### src/hdl/kce_pkg.sv
// Shared types and constants of the k-means clustering engine.
package kce_pkg;

	localparam int COORD_W = 16;
	localparam int NUM_COORDS = 4;
	localparam int NF_W = 3;
	localparam int DIST_W = 2 * COORD_W + 2;
	localparam int ROOT_W = DIST_W / 2;

	typedef logic [NUM_COORDS-1:0][COORD_W-1:0] coord_vec_t;

	typedef enum logic [1:0] {
		REQ_SEED  = 2'd0,
		REQ_POINT = 2'd1,
		REQ_RUN   = 2'd2,
		REQ_NONE  = 2'd3
	} req_t;

	typedef enum logic [1:0] {
		REG_NUM_CLUSTERS   = 2'd0,
		REG_NUM_FEATURES   = 2'd1,
		REG_MOVE_THRESHOLD = 2'd2,
		REG_MAX_ITERATIONS = 2'd3
	} cfg_reg_t;

	typedef enum logic [3:0] {
		S_IDLE,
		S_A_RD,
		S_A_LAT,
		S_A_DIST,
		S_A_CMP,
		S_U_INIT,
		S_U_RD,
		S_U_ACC,
		S_U_DIV,
		S_U_DWAIT,
		S_U_MOVE,
		S_U_SQ,
		S_U_SQW,
		S_CHECK,
		S_O_RD,
		S_O_EMIT
	} state_t;

	typedef struct packed {
		logic pt_lat;
		logic acc_clr;
		logic acc_add;
		logic move_mode;
		logic best_upd;
		logic asg_we;
		logic sum_clr;
		logic sum_acc;
		logic div_start;
		logic div_take;
		logic sqrt_start;
		logic cum_clr;
		logic cen_upd;
		logic out_sel;
		logic emit;
		logic emit_last;
		logic run_end;
	} cmd_t;

	typedef struct packed {
		logic div_done;
		logic sqrt_done;
		logic cnt_zero;
		logic cum_below;
	} stat_t;

endpackage

### src/hdl/kce_ctrl.sv
// Controller: sequences assignment, centroid update, convergence check and result output.
module kce_ctrl #(
	parameter int MAX_POINTS = 64,
	parameter int MAX_CLUSTERS = 8,
	parameter int MAX_FEATURES = 4,
	localparam int PID_W = (MAX_POINTS > 1) ? $clog2(MAX_POINTS) : 1,
	localparam int PC_W = $clog2(MAX_POINTS + 1),
	localparam int CID_W = (MAX_CLUSTERS > 1) ? $clog2(MAX_CLUSTERS) : 1,
	localparam int KC_W = $clog2(MAX_CLUSTERS + 1),
	localparam int FI_W = (MAX_FEATURES > 1) ? $clog2(MAX_FEATURES) : 1
) (
	input  logic             clk,
	input  logic             arst_n,
	input  logic             run_req,
	input  logic [PC_W-1:0]  n,
	input  logic [KC_W-1:0]  k,
	input  logic [2:0]       nf,
	input  logic [7:0]       lim,
	input  kce_pkg::stat_t   status,
	output kce_pkg::cmd_t    cmd,
	output logic             busy,
	output logic [PID_W-1:0] p_idx,
	output logic [CID_W-1:0] c_idx,
	output logic [FI_W-1:0]  f_idx,
	output logic [7:0]       passes,
	output logic             conv
);
	import kce_pkg::*;

	state_t           state_q, state_d;
	logic [PID_W-1:0] p_q, p_d;
	logic [CID_W-1:0] c_q, c_d;
	logic [FI_W-1:0]  f_q, f_d;
	logic [7:0]       passes_q, passes_d;
	logic             conv_q, conv_d;
	logic             post_q, post_d;
	logic             p_last, c_last, f_last;

	assign p_last = (PC_W'(p_q) + PC_W'(1)) == n;
	assign c_last = (KC_W'(c_q) + KC_W'(1)) == k;
	assign f_last = (NF_W'(f_q) + NF_W'(1)) == nf;

	always_ff @(posedge clk or negedge arst_n) begin
		if (!arst_n) begin
			state_q  <= S_IDLE;
			p_q      <= '0;
			c_q      <= '0;
			f_q      <= '0;
			passes_q <= '0;
			conv_q   <= 1'b0;
			post_q   <= 1'b0;
		end else begin
			state_q  <= state_d;
			p_q      <= p_d;
			c_q      <= c_d;
			f_q      <= f_d;
			passes_q <= passes_d;
			conv_q   <= conv_d;
			post_q   <= post_d;
		end
	end

	always_comb begin
		state_d  = state_q;
		p_d      = p_q;
		c_d      = c_q;
		f_d      = f_q;
		passes_d = passes_q;
		conv_d   = conv_q;
		post_d   = post_q;
		cmd      = '0;
		unique case (state_q)
			S_IDLE: begin
				if (run_req && (n != '0)) begin
					p_d      = '0;
					post_d   = 1'b0;
					passes_d = '0;
					conv_d   = 1'b0;
					state_d  = S_A_RD;
				end
			end
			S_A_RD: begin
				state_d = S_A_LAT;
			end
			S_A_LAT: begin
				cmd.pt_lat  = 1'b1;
				cmd.acc_clr = 1'b1;
				c_d         = '0;
				f_d         = '0;
				state_d     = S_A_DIST;
			end
			S_A_DIST: begin
				cmd.acc_add = 1'b1;
				f_d         = f_q + FI_W'(1);
				if (f_last) begin
					state_d = S_A_CMP;
				end
			end
			S_A_CMP: begin
				cmd.best_upd = 1'b1;
				if (c_last) begin
					cmd.asg_we = 1'b1;
					if (!p_last) begin
						p_d     = p_q + PID_W'(1);
						state_d = S_A_RD;
					end else if (post_q) begin
						state_d = S_CHECK;
					end else begin
						post_d      = 1'b1;
						c_d         = '0;
						cmd.cum_clr = 1'b1;
						state_d     = S_U_INIT;
					end
				end else begin
					c_d         = c_q + CID_W'(1);
					f_d         = '0;
					cmd.acc_clr = 1'b1;
					state_d     = S_A_DIST;
				end
			end
			S_U_INIT: begin
				cmd.sum_clr = 1'b1;
				p_d         = '0;
				state_d     = S_U_RD;
			end
			S_U_RD: begin
				state_d = S_U_ACC;
			end
			S_U_ACC: begin
				cmd.sum_acc = 1'b1;
				if (p_last) begin
					f_d     = '0;
					state_d = S_U_DIV;
				end else begin
					p_d     = p_q + PID_W'(1);
					state_d = S_U_RD;
				end
			end
			S_U_DIV: begin
				if (status.cnt_zero) begin
					if (c_last) begin
						p_d     = '0;
						state_d = S_A_RD;
					end else begin
						c_d     = c_q + CID_W'(1);
						state_d = S_U_INIT;
					end
				end else begin
					cmd.div_start = 1'b1;
					state_d       = S_U_DWAIT;
				end
			end
			S_U_DWAIT: begin
				if (status.div_done) begin
					cmd.div_take = 1'b1;
					if (f_last) begin
						f_d         = '0;
						cmd.acc_clr = 1'b1;
						state_d     = S_U_MOVE;
					end else begin
						f_d     = f_q + FI_W'(1);
						state_d = S_U_DIV;
					end
				end
			end
			S_U_MOVE: begin
				cmd.acc_add   = 1'b1;
				cmd.move_mode = 1'b1;
				f_d           = f_q + FI_W'(1);
				if (f_last) begin
					state_d = S_U_SQ;
				end
			end
			S_U_SQ: begin
				cmd.sqrt_start = 1'b1;
				state_d        = S_U_SQW;
			end
			S_U_SQW: begin
				if (status.sqrt_done) begin
					cmd.cen_upd = 1'b1;
					if (c_last) begin
						p_d     = '0;
						state_d = S_A_RD;
					end else begin
						c_d     = c_q + CID_W'(1);
						state_d = S_U_INIT;
					end
				end
			end
			S_CHECK: begin
				passes_d = passes_q + 8'd1;
				p_d      = '0;
				if (status.cum_below) begin
					conv_d  = 1'b1;
					state_d = S_O_RD;
				end else if ((passes_q + 8'd1) >= lim) begin
					state_d = S_O_RD;
				end else begin
					c_d         = '0;
					cmd.cum_clr = 1'b1;
					state_d     = S_U_INIT;
				end
			end
			S_O_RD: begin
				state_d = S_O_EMIT;
			end
			S_O_EMIT: begin
				cmd.out_sel   = 1'b1;
				cmd.emit      = 1'b1;
				cmd.emit_last = p_last;
				if (p_last) begin
					cmd.run_end = 1'b1;
					state_d     = S_IDLE;
				end else begin
					p_d     = p_q + PID_W'(1);
					state_d = S_O_RD;
				end
			end
			default: begin
				state_d = S_IDLE;
			end
		endcase
	end

	assign busy   = (state_q != S_IDLE);
	assign p_idx  = p_q;
	assign c_idx  = c_q;
	assign f_idx  = f_q;
	assign passes = passes_q;
	assign conv   = conv_q;

`ifndef SYNTHESIS
	a_run_has_points: assert property (@(posedge clk) disable iff (!arst_n)
		(state_q != S_IDLE) |-> (n != '0))
		else $error("run in progress with an empty point store");
	a_emit_in_range: assert property (@(posedge clk) disable iff (!arst_n)
		(state_q == S_O_EMIT) |-> (PC_W'(p_q) < n))
		else $error("result emitted for a point that was never loaded");
	a_check_below_limit: assert property (@(posedge clk) disable iff (!arst_n)
		(state_q == S_CHECK) |-> (passes_q < lim))
		else $error("refinement pass count ran past the limit");
	a_div_wait_holds: assert property (@(posedge clk) disable iff (!arst_n)
		((state_q == S_U_DWAIT) && !status.div_done) |=> (state_q == S_U_DWAIT))
		else $error("left divider wait without a finished quotient");
`endif

endmodule

### config.mk
export PLATFORM = sky130hd
export DESIGN_NAME = kce_ctrl
export DESIGN_NICKNAME = d
export VERILOG_FILES = /design/src/hdl/kce_pkg.sv /design/src/hdl/kce_ctrl.sv
export SDC_FILE = /design/constraint.sdc
export NUM_CORES = 1
export LEC_CHECK = 0
export ABC_CLOCK_PERIOD_IN_PS = 2500
export BUFFER_PORTS_ARGS = -buffer_cell sky130_fd_sc_hd__buf_2
export CELL_PAD_IN_SITES_DETAIL_PLACEMENT = 1
export CELL_PAD_IN_SITES_GLOBAL_PLACEMENT = 2
export CORE_UTILIZATION = 26
export CTS_CLUSTER_SIZE = 20
export DETAILED_ROUTE_END_ITERATION = 7
export PLACE_DENSITY_LB_ADDON = 0.25
export SLEW_MARGIN = 5
export SYNTH_ARGS = -nofsm -noshare
export SYNTH_HDL_FRONTEND = slang
export SYNTH_SLANG_ARGS = --single-unit
export TNS_END_PERCENT = 1
### constraint.sdc
create_clock -name clk -period 2.5 [get_ports clk]
set_input_delay 0.375 -clock clk [delete_from_list [all_inputs] [get_ports clk]]
set_output_delay 0.375 -clock clk [all_outputs]
set_load 0.01 [all_outputs]
==> metrics <==
final standard cell count with taps included and fillers excluded approximately 490; result of the run complete, but fails checks; largest net degree at the start of global routing 26; endpoints failing setup 9; overall die area between 8000 and 9000 sq um; sort of element at the end of the critical path output port; number of flip-flops and latches in the synthesized netlist 25; relative slew slack 58.0%; vias after detailed routing about 2500; reported max-cap violation count 0; Slew @ Worst Pin 0.630 ns; CTS H-tree lvls 1; hold violation count in the final report 0; DRC Markers 0; post-synthesis average cell area ~7.9 sq um; DR pass1 iterations 4; clock skew after layout around 0.011 ns; data arrival time at the worst-slack endpoint around 2.7 ns; vertical extent of the die between 90 and 100 microns; violated checks negative setup slack; Longest Clk Path Bufs 2; Post-Route WL 7760 microns; total global-route track usage between 10% and 20%; most common cell after layout, fill and taps aside sky130_fd_sc_hd__buf_2; global route total overflow 0; final period utilization 124%; drt first-iter violations 86; first-pass GRT wire length 12500 microns; proportion of register bits with asynchronous set or reset after synthesis 100%; via density per instance 5.01; met2 routed wirelength 3840 microns; hpwl dp 5940 microns; fraction of synthesized area in multiplexers 1.02%; minimum clock period about 3.1 ns; cell count after synthesis approximately 280; top-level I/O count 67; most numerous cell on the critical path sky130_fd_sc_hd__and3_4; most frequent cells in the layout sky130_fd_sc_hd__buf_2, sky130_fd_sc_hd__buf_4, sky130_fd_sc_hd__nand2_1; Initial Utilization 27.0%; number of global-route vias before repair roughly 2500; arithmetic-cell share of the synthesized area counting full adders, half adders and majority gates 6.77%; CTS root buffer sky130_fd_sc_hd__clkbuf_8; sum of met3 wire segment lengths after detailed routing 243 microns; CTS Buf Count 3; area of all sequential standard cells 631 sq um; total of buffers placed on input and output ports between 60 and 70; main combinational cell family by area after synthesis simple AND/OR/NAND/NOR gates; post-layout net count between 400 and 500; GPL Wtd Cong 0.805; synthesized cell area ~2200 sq um; area fraction in and, or, nand and nor cells after synthesis approximately a quarter; kind of cell with the highest combined delay on the critical path simple AND/OR/NAND/NOR gates; Detail Route Antenna Nets 0; mean routed wirelength per cell 15.9 microns; die extent in x approximately 94 microns; critical path data required time between 2 and 2.5 ns; highest clock rate 324 MHz; post-synthesis sequential area ratio about 28%; Core ar. 8220 sq um; initial antenna violation count 0; area occupied by multi-input gates between 1500 and 2000 sq um; Synth Area in Compound Gates 24.2%; biggest fanout along the worst timing path 3; area of all placed cells without fillers 3260 sq um; CP max stage delay 0.42 ns; instance area after placement 2940 sq um; sum of buffers and inverters on the critical path 2; fill cell count between 1000 and 1500; post-synth net total about 320; type of the tightest min-delay check in2async; number of rows in the core area 33; Worst Setup Start Kind flop; DRT met1 WL 3630 microns; CTS tree yes; xor/xnor share of the synthesized area 8.30%; setup repair after global routing missed its margin yes; highest routed layer met4; Setup CP Type reg2out; maximum vdd ir drop 317 uV; placed cell count 476; chain of cells forming the critical path and3_4 > and3_4 > and3_4 > xor2_4 > ha_4 > buf_6 > a2111oi_4 > o31ai_2 > nor2_1 > a21o_1 > buf_2; Min Hold Slack about 0.11 ns; post-layout utilization of the core 39.7%; clk slew on worst S/H paths 0.10 ns; post-route setup slack -0.591 ns; final slew viol count 0; number of sinks driven by the clock tree 25; PD cells between 600 and 700 nW/um^2; Critical Path Slowest Stage Cell sky130_fd_sc_hd__dfrtp_1; Diodes inserted 0; count of yosys warnings during synthesis 0; most used flip-flop cell after synthesis sky130_fd_sc_hd__dfrtp_1; Area growth, synth to finish 47.0%; Clk Latency, worst-skew pair 0.27 ns; leakage power summed over all cells roughly 1.6 nW; number of synthesized flops with an enable pin 0; fraction of layout instances using a drive strength above 1 40.9%; number of distinct library cells after synthesis 53; post-layout total power between 2 and 2.5 mW
timing repair:
action	in CTS	in global routing
buffers inserted	7	2
hold buffers	0	0
gates resized for setup	25	11
pin swaps	16	5
endpoints found under the hold margin	0	0
setup endpoints to repair	13	13
sequential cells by signal (all words and copies together) (netlist names):
name,flops
p_idx,6
passes,8
c_idx,3
post_q,1
state_q,4
f_idx,2
conv,1
final cells by class:
| class | instances | area share (%) |
|---|---|---|
| multi-input cells | 228 | 51.7 |
| well taps | 105 | 4.03 |
| inverters | 12 | 1.38 |
| repair buffers | 115 | 22.1 |
| clock buffers | 3 | 1.27 |
| clock inverters | 1 | 0.154 |
| flip-flops and latches | 25 | 19.3 |
final timing paths:
path / start / to / slack, ns / cells after the start
setup / recovery: passes[1]$_DFFE_PN0P_ / cmd[5] / -0.59 / 11
hold / removal: arst_n / conv$_DFFE_PN0P_ / 0.11 / 1
setup reg to reg: passes[1]$_DFFE_PN0P_ / c_idx[1]$_DFFE_PN0P_ / -0.47 / 14
hold reg to reg: conv$_DFFE_PN0P_ / conv$_DFFE_PN0P_ / 0.51 / 2
max in group asynchronous: arst_n / passes[0]$_DFFE_PN0P_ / 1.93 / 1
min in group clk: status[0] / conv$_DFFE_PN0P_ / 0.40 / 3
logic make-up after synthesis:
| logic type | after synthesis |
|---|---|
| compound gates | 77 |
| xor+xnor | 21 |
| flops | 25 |
| buf+inv | 29 |
| mux | 2 |
| fa+ha+maj | 12 |
| simple gates | 116 |
routing by layer:
layer | up-vias | track usage (%)
met1 | 1189 | 23.7
met5 | - | 0
met3 | 4 | 2.74
li1 | 1207 | -
met2 | 50 | 31.2
met4 | 0 | 2.69
worst register-to-register path: cells and delay by family (launching register included):
family          cells  cell delay, ns
compound gates      4            0.66
xor+xnor            1            0.19
fa+ha+maj           1            0.23
buf+inv             3            0.34
flops               1            0.42
simple gates        5            1.07
through the flow:
step	TNS (ns)	setup slack (ns)
after global placement	-1.65	-0.396
after detailed placement	-2.54	-0.513
after CTS	-1.94	-0.547
after global routing	-3.17	-0.691
final	-2.12	-0.591
after floorplan	-0.824	-0.218
cells in the mapped netlist, drive strengths merged, types with 2 or more instances:
| library cell | number | area share (%) |
|---|---|---|
| or3 | 5 | 1.6 |
| o2111ai | 2 | 1.1 |
| nor2 | 29 | 4.9 |
| a2111oi | 2 | 0.79 |
| inv | 12 | 2.0 |
| nand2b | 8 | 2.3 |
| o221ai | 2 | 0.79 |
| mux2 | 2 | 1.0 |
| and4 | 2 | 0.79 |
| a31oi | 2 | 0.56 |
| nand2 | 30 | 5.1 |
| ha | 12 | 6.8 |
| o21a | 4 | 1.4 |
| o211ai | 2 | 0.68 |
| xor2 | 11 | 4.3 |
| dfrtp | 25 | 28 |
| o41ai | 2 | 0.79 |
| o31ai | 7 | 2.4 |
| nor3 | 7 | 1.8 |
| buf | 6 | 1.6 |
| o21ai | 25 | 5.6 |
| a21oi | 11 | 2.5 |
| xnor2 | 10 | 4.0 |
| and3 | 6 | 1.7 |
| nand3b | 2 | 0.68 |
| nor2b | 5 | 1.4 |
| o32a | 2 | 0.90 |
| and2 | 5 | 1.4 |
| a21o | 4 | 1.4 |
| clkbuf | 11 | 1.9 |
| or2 | 3 | 0.85 |
| nand3 | 11 | 2.5 |
| a211oi | 3 | 1.6 |
power breakdown:
| group | internal [mW] | total (mW) | switching (mW) | leakage [nW] |
|---|---|---|---|---|
| sequential | 0.472 | 0.545 | 0.0731 | 0.336 |
| combinational | 0.600 | 1.39 | 0.788 | 1.24 |
| clock | 0.111 | 0.244 | 0.133 | 0.0255 |
Note: power is estimated with default switching activity, not from simulation.
